==> src/sv/tofh_pkg.sv <==
package tofh_pkg;

	// histogram geometry
	localparam int NUM_STEPS    = 64;
	localparam int TOF_CHANNELS = 1024;
	localparam int DEPTH        = NUM_STEPS * TOF_CHANNELS;
	localparam int ADDR_W       = $clog2(DEPTH);

	// field widths
	localparam int OP_W     = 2;
	localparam int STEP_W   = 6;
	localparam int CH_W     = 10;
	localparam int WEIGHT_W = 16;
	localparam int BIN_W    = 32;
	localparam int VALUE_W  = 42;
	localparam int COUNT_W  = 32;

	// comparison widths for range checks
	localparam int NB_W      = $clog2(TOF_CHANNELS + 1);
	localparam int CMP_W     = (NB_W > CH_W) ? NB_W : CH_W;
	localparam int STEPC_RAW = $clog2(NUM_STEPS + 1);
	localparam int STEPC_W   = (STEPC_RAW > STEP_W) ? STEPC_RAW : STEP_W;

	// configuration
	localparam int CFG_IDX_W   = 1;
	localparam int CFG_DATA_W  = 3;
	localparam int SHIFT_W     = 3;
	localparam int MAX_SHIFT   = 4;
	localparam int ONE_COUNT   = 256;

	typedef enum logic [CFG_IDX_W-1:0] {
		REG_USE_WEIGHT  = 1'b0,
		REG_RESOL_SHIFT = 1'b1
	} cfg_reg_t;

	typedef enum logic [OP_W-1:0] {
		OP_ACCUM = 2'd0,
		OP_READ  = 2'd1,
		OP_SUM   = 2'd2
	} opcode_t;

	typedef struct packed {
		logic [OP_W-1:0]     opcode;
		logic [STEP_W-1:0]   step_index;
		logic [CH_W-1:0]     tof_channel;
		logic [CH_W-1:0]     stop_channel;
		logic [WEIGHT_W-1:0] weight;
		logic                filter_pass;
	} in_item_t;

	typedef struct packed {
		logic               accepted;
		logic [VALUE_W-1:0] value;
		logic               error;
		logic [COUNT_W-1:0] used_count;
	} out_item_t;

	// controller to datapath
	typedef struct packed {
		logic latch;
		logic clr_wr;
		logic sum_step;
		logic fire;
	} cmd_t;

	// datapath to controller
	typedef struct packed {
		logic clr_last;
		logic walk;
		logic sum_last;
		logic out_free;
	} sts_t;

endpackage

==> src/sv/tofh_ctrl.sv <==
module tofh_ctrl (
	input  logic          clk,
	input  logic          arst_n,
	input  logic          in_valid,
	output logic          in_stall,
	input  tofh_pkg::sts_t sts,
	output tofh_pkg::cmd_t cmd
);
	import tofh_pkg::*;

	typedef enum logic [1:0] {
		ST_CLEAR,
		ST_IDLE,
		ST_EXEC
	} state_t;

	state_t state_q;
	logic   in_stall_q;

	assign in_stall = in_stall_q;

	always_comb begin
		cmd          = '0;
		cmd.latch    = (state_q == ST_IDLE) && in_valid && !in_stall_q;
		cmd.clr_wr   = (state_q == ST_CLEAR);
		cmd.sum_step = (state_q == ST_EXEC) && sts.walk && !sts.sum_last;
		cmd.fire     = (state_q == ST_EXEC) && sts.out_free && (!sts.walk || sts.sum_last);
	end

	always_ff @(posedge clk or negedge arst_n) begin
		if (!arst_n) begin
			state_q    <= ST_CLEAR;
			in_stall_q <= 1'b1;
		end else begin
			case (state_q)
				ST_CLEAR: begin
					if (sts.clr_last) begin
						state_q    <= ST_IDLE;
						in_stall_q <= 1'b0;
					end
				end
				ST_IDLE: begin
					if (cmd.latch) begin
						state_q    <= ST_EXEC;
						in_stall_q <= 1'b1;
					end
				end
				ST_EXEC: begin
					if (cmd.fire) begin
						state_q    <= ST_IDLE;
						in_stall_q <= 1'b0;
					end
				end
				default: begin
					state_q    <= ST_CLEAR;
					in_stall_q <= 1'b1;
				end
			endcase
		end
	end

endmodule

==> config.mk <==
export PLATFORM = sky130hd
export DESIGN_NAME = tofh_ctrl
export DESIGN_NICKNAME = d
export VERILOG_FILES = /design/src/sv/tofh_pkg.sv /design/src/sv/tofh_ctrl.sv
export SDC_FILE = /design/constraint.sdc
export NUM_CORES = 1
export LEC_CHECK = 0
export BUFFER_PORTS_ARGS = -buffer_cell sky130_fd_sc_hd__clkbuf_2
export CORE_AREA = 3 3 40 42
export CTS_CLUSTER_SIZE = 8
export DETAILED_ROUTE_END_ITERATION = 10
export DIE_AREA = 0 0 43 45
export MAX_ROUTING_LAYER = met4
export SETUP_SLACK_MARGIN = 0.1
export SLEW_MARGIN = 30
export SYNTH_ARGS = -nofsm -noshare
export SYNTH_HDL_FRONTEND = slang
export SYNTH_SLANG_ARGS = --single-unit
export TNS_END_PERCENT = 1
==> constraint.sdc <==
create_clock -name clk -period 1.5 [get_ports clk]
set_input_delay 0.3 -clock clk [delete_from_list [all_inputs] [get_ports clk]]
set_output_delay 0.3 -clock clk [all_outputs]
set_load 0.02 [all_outputs]
==> results of run 1 <==
-- logic make-up (layout without fill, tap and decap cells) --
kind of cell / after synthesis / count (layout)
and+or+nand+nor: 11 / 11
DFF: 3 / 3
buffers and inverters: 3 / 23
AOI/OAI and AO/OA: 6 / 6
-- worst paths after layout --
kind                       slack [ns]       start  depth (start not counted)          to
min in group clk                 0.43      sts[0]                          3  state_q[1]
min                              0.40      arst_n                          2  state_q[1]
max                              0.11    in_stall                          3      cmd[3]
min reg2reg                      0.69  state_q[0]                          3  state_q[0]
max reg2reg                      0.43  state_q[0]                          4    in_stall
max in group asynchronous        0.90      arst_n                          2    in_stall
-- layer usage --
metal	routed length (um)	share of wire (%)
met3	23	3.8
met5	0	0
met2	364	61
met4	0	0
met1	212	35
-- power by group through the flow --
stage / clock network [mW] / logic (mW) / registers, mW
final: 0.140 / 0.399 / 0.185
after global routing: 0.162 / 0.441 / 0.191
after CTS: 0.149 / 0.373 / 0.176
after detailed placement: 0 / 0.257 / 0.194
after global placement: 0 / 0.255 / 0.191
after floorplan: 0 / 0.168 / 0.197
-- what timing repair did --
action / in CTS / in global routing
gates resized for setup: 4 / 6
pin swaps: 1 / 2
cloned: 0 / 0
hold buffers: 1 / 0
buffers inserted: 4 / 0
setup endpoints to repair: 3 / 4
hold endpoints to repair: 2 / 0
-- placed cells by master, fill, tap and decap left out, types with 2 or more instances in the layout --
master / netlist / routed
a31oi_1: 2 / 2
buf_4: 0 / 5
clkbuf_2: 0 / 8
clkbuf_4: 0 / 3
inv_1: 2 / 2
nand2_1: 2 / 2
nor2_1: 3 / 3
o22ai_1: 2 / 2
-- final cells by class --
type / count / area, um2 / share of cell area, %
multi-input cells: 17 / 113.9 / 31.49
repair buffers: 16 / 113.9 / 31.49
flip-flops and latches: 3 / 77.57 / 21.45
clock buffers: 4 / 26.28 / 7.266
well taps: 15 / 18.77 / 5.190
inverters: 3 / 11.26 / 3.114
-- per-stage QoR --
stage	total power, mW	area [um2]	hold slack [ns]
3_5_place_dp	0.4508	267.8	0.09809
3_3_place_gp	0.4454	267.8	0.09716
4_1_cts	0.6976	346.6	0.4023
5_1_grt	0.7942	361.6	0.4099
2_1_floorplan	0.3658	193.9	0.004409
6_report	0.7245	361.6	0.4036
-- state kept, by name (all words and copies together), names as in the netlist --
| name | count |
|---|---|
| in_stall | 1 |
| state_q | 2 |
-- critical path, delay by kind of cell (launching register included) --
family | cells | cell delay, ns
buf+inv | 1 | 0.12
simple gates | 2 | 0.20
flops | 1 | 0.53
==> impl_metrics.tcl, run 1 <==
set metrics [dict create \
    status "completed" \
    syn_area_um2 193.9 \
    rows 13 \
    synth_nets 30 \
    p_int_uw 446.2 \
    gr-usage-met2_pct 13.17 \
    synth_top_cell_area_share_pct 25.81 \
    cp_slowest_cell "dfstp_2" \
    swShare_pct 38.41 \
    pre_cts_slack_ns 0.2814 \
    drv_slew 0 \
    totalWireLength_um 600 \
    p_switching_uw 278.3 \
    postSynthCellCount 23 \
    setup_viol 0 \
    drt-wirelength-per-cell_um 10.34 \
    numPortBuffers 11 \
    pwr-share-seq_pct 25.6 \
    ys_warn_count 0 \
    finalClockSkew_ns 0.001528 \
    setup_tns_ns 0 \
    synth_top_area_cell "dfrtp_1" \
    cts_made_buffers 3 \
    cts_tree "built" \
    synthMuxAreaShare_pct 0 \
    cts.path.max_buffers 2 \
    finalHoldViolations 0 \
    max_freq_ghz 0.7216 \
    n_antenna_cell 0 \
    finalCritPeriodShare_pct 92.38 \
    async_flop_share_pct 100.0 \
    clk_latency_ns 0.23 \
    relSlewSlack_pct 83.54 \
    fp.dieW_um 43 \
    synthFlopType "dfrtp_1" \
    setup_ws_ns 0.1143 \
    fin_cells 58 \
    drive_above_1_share_pct 58.14 \
    fillers 148 \
    clk_pin_slew_worst_paths_ns 0.04 \
    drt_first_pass_iters 2 \
    worstMarginPinSlew_ns 0.2469 \
    min_period_ns 1.386 \
    drtAntennaViolNets 0 \
    start_util_pct 15.09 \
    grt_use_total_pct 8.169 \
    dr.first_iter.drc_count 3 \
    dieArea_um2 1935 \
    overflow 0 \
    htreeDepth 1 \
    clkSinkCount 3 \
    busiest_layer "met2" \
    core_area_um2 1285 \
    vdd.ir_drop.worst_mv 0.5238 \
    drc 0 \
    ys_seq_area_share_pct 39.35 \
    worstPathMaxFanout 2 \
    vias_per_cell 4.017 \
    grt_pass1_vias 250 \
    grt_util_met3_pct 3.984 \
    worstSetupPathType "reg2out" \
    gp_congestion 0.6460 \
    synthToLayoutAreaGrowth_pct 86.45 \
    ios 12 \
    grt_pass1_wl_um 1041 \
    synth.top_cells.by_area "dfrtp_1, dfstp_2, a31oi_1, o22ai_1, and3_4" \
    fin_util_pct 28.14 \
    yosys.area_share.adder_pct 0 \
    synth-seq-cells 3 \
    p_leak_nw 0.1840 \
    end_kind "primary output" \
    crit_required_ns 1.20 \
    synthXorXnorAreaFrac_pct 0 \
    nets 51 \
    pwr-share-comb_pct 55.0 \
    power_density_nw_per_um2 2004 \
    cp_slowest_stage_delay_ns 0.53 \
    crit_chain "nor2b_2, and3_4, buf_8" \
    drv_cap 0 \
    crit_path_start_kind "flop" \
    grtUsageMet1_pct 7.039 \
    rsz0062_at_grt "yes" \
    dp_cells 49 \
    synth_most_common_cell "nor2_1" \
    crit_arrival_ns 1.09 \
    hp-class "in2async" \
    synth-compound-area-share_pct 20.65 \
    dieHeight_um 45 \
    clock-root-buffer "clkbuf_4" \
    grt_max_degree 7 \
    antenna_found_initial 0 \
    avgSynthCellArea_um2 8.432 \
    route.vias.total 233 \
    synthSimpleGateAreaFrac_pct 34.19 \
    synth_cell_types 16 \
    synth_top_family_by_area "simple AND/OR/NAND/NOR gates" \
    clkPwrFrac_pct 19.4 \
    synth_edf_count 0 \
]
Note: power is estimated with default switching activity, not from simulation.
==> run 2, diff against run 1 <==
GPL_TIMING_DRIVEN = 1   (was default)
SETUP_SLACK_MARGIN = 0.3   (was 0.1)
==> impl_metrics.tcl, run 2 (synthesis gave the netlist of run 1 again) <==
set metrics [dict create \
    grt_use_total_pct 8.169 \
    path_buf_inv 1 \
    r2r-end "in_stall" \
    r2r_cells 4 \
    dr.max_layer_used "met3" \
    crit_required_ns 1.20 \
    max_freq_ghz 0.7216 \
    grt_max_degree 7 \
    end_kind "primary output" \
    regMostFlops "state_q" \
    drt-wirelength-per-cell_um 10.14 \
    cp_slowest_cell "dfstp_2" \
    totalWireLength_um 588 \
    path_delay_family "flip-flops" \
    drc 0 \
    finalCritPeriodShare_pct 92.38 \
    core_area_um2 1285 \
    clock-root-buffer "clkbuf_4" \
    fin_cells 58 \
    clk_latency_ns 0.23 \
    cts.path.max_buffers 2 \
    htreeDepth 1 \
    rsz0062_at_grt "yes" \
    start_util_pct 15.09 \
    dp_cells 49 \
    regToRegStartpoint "state_q[0]" \
    nets 51 \
    p_leak_nw 0.1814 \
    cts_tree "built" \
    dieArea_um2 1935 \
    cts_made_buffers 3 \
    grt_pass1_wl_um 1041 \
    min_period_ns 1.386 \
    hp-class "in2async" \
    power_density_nw_per_um2 2011 \
    worstPathMaxFanout 2 \
    wl_met3_um 23 \
    fin_util_pct 28.04 \
    vdd.ir_drop.worst_mv 0.5084 \
    relSlewSlack_pct 88.39 \
    setup_tns_ns 0 \
    grt_pass1_vias 253 \
    finalHoldViolations 0 \
    dieHeight_um 45 \
    vias_per_cell 4.017 \
    met1Wirelength_um 213 \
    dr_wl_met2_um 351 \
    clk_pin_slew_worst_paths_ns 0.04 \
    reg2reg_slack_ns 0.43 \
    gp_congestion 0.6460 \
    status "completed" \
    fp.dieW_um 43 \
    drive_above_1_share_pct 60.47 \
    antenna_found_initial 0 \
    overflow 0 \
    drt_first_pass_iters 2 \
    clkSinkCount 3 \
    setup_viol 0 \
    drv_slew 0 \
    ios 12 \
    crit_chain "nor2b_2, and3_4, buf_8" \
    worstMarginPinSlew_ns 0.1733 \
    rows 13 \
    drtAntennaViolNets 0 \
    numPortBuffers 11 \
    route.vias.total 233 \
    crit_arrival_ns 1.09 \
    synthToLayoutAreaGrowth_pct 85.81 \
    mostFrequentLayoutCells "clkbuf_2, clkbuf_4, nor2_1, buf_4" \
    worstSetupPathType "reg2out" \
    finalClockSkew_ns 0.001526 \
    layout_commonest_cell "clkbuf_2" \
    drv_cap 0 \
    dr.first_iter.drc_count 3 \
    hold_ws_ns 0.4036 \
    crit_path_start_kind "flop" \
    cp_slowest_stage_delay_ns 0.53 \
    largest_register_ff_count 2 \
    n_antenna_cell 0 \
]
==> run 2: changes by cell type in the layout (fill, tap and decap cells not counted) <==
cell,change
buf_2,+1
dfrtp_1,-1
buf_4,-2
dfrtp_2,+1
clkbuf_4,+1
==> run 2: repair_timing <==
item / 4_1_cts / 5_1_grt
setup endpoints to repair: 5 / 5
gates cloned: 0 / 0
setup buffers: 4 / 0
gates resized for setup: 7 / 2
pin swaps: 1 / 0
endpoints found under the hold margin: 2 / 0
hold buffers: 1 / 0
==> run 2: metrics by stage <==
stage	power [mW]	worst slack, ns	cell area [um2]
5_1_grt	0.7947	0.07689	360.3
2_1_floorplan	0.3658	0.3095	193.9
3_5_place_dp	0.4508	0.2814	267.8
6_report	0.7248	0.1143	360.3
4_1_cts	0.7324	0.08691	359.1
3_3_place_gp	0.4454	0.2892	267.8
==> run 2: worst register-to-register path, delay by kind of cell, from the launching register on <==
family	cells	cell delay [ns]
buf+inv	2	0.26
flops	1	0.41
compound gates	2	0.33
==> run 2: report_power, final <==
part | total [mW] | internal [mW] | switching, mW
Clock | 0.140 | 0.0996 | 0.0407
Combinational | 0.396 | 0.210 | 0.186
Sequential | 0.188 | 0.137 | 0.0508
Total | 0.725 | 0.447 | 0.278
==> run 2: worst max-delay path by stage <==
stage | start | cells after the start | to | slack [ns]
after global routing | in_stall | 3 | cmd[3] | 0.08
after CTS | in_stall | 3 | cmd[3] | 0.09
final | in_stall | 3 | cmd[3] | 0.11
after floorplan | state_q[0] | 2 | cmd[0] | 0.31
after global placement | in_stall | 3 | cmd[3] | 0.29
after detailed placement | state_q[0] | 3 | cmd[1] | 0.28
==> run 2: metal layers <==
layer	GRT usage [%]	up-vias
met2	13.17	7
met5	-	-
met3	3.984	0
met4	7.229	0
met1	7.039	108
li1	-	118
==> run 2: cell type report <==
class / instances / area [um2]
clock buffers: 4 / 26.28
fillers: 148 / 924.6
inverters: 3 / 11.26
multi-input cells: 17 / 113.9
flip-flops and latches: 3 / 78.83
well taps: 15 / 18.77
repair buffers: 16 / 111.4
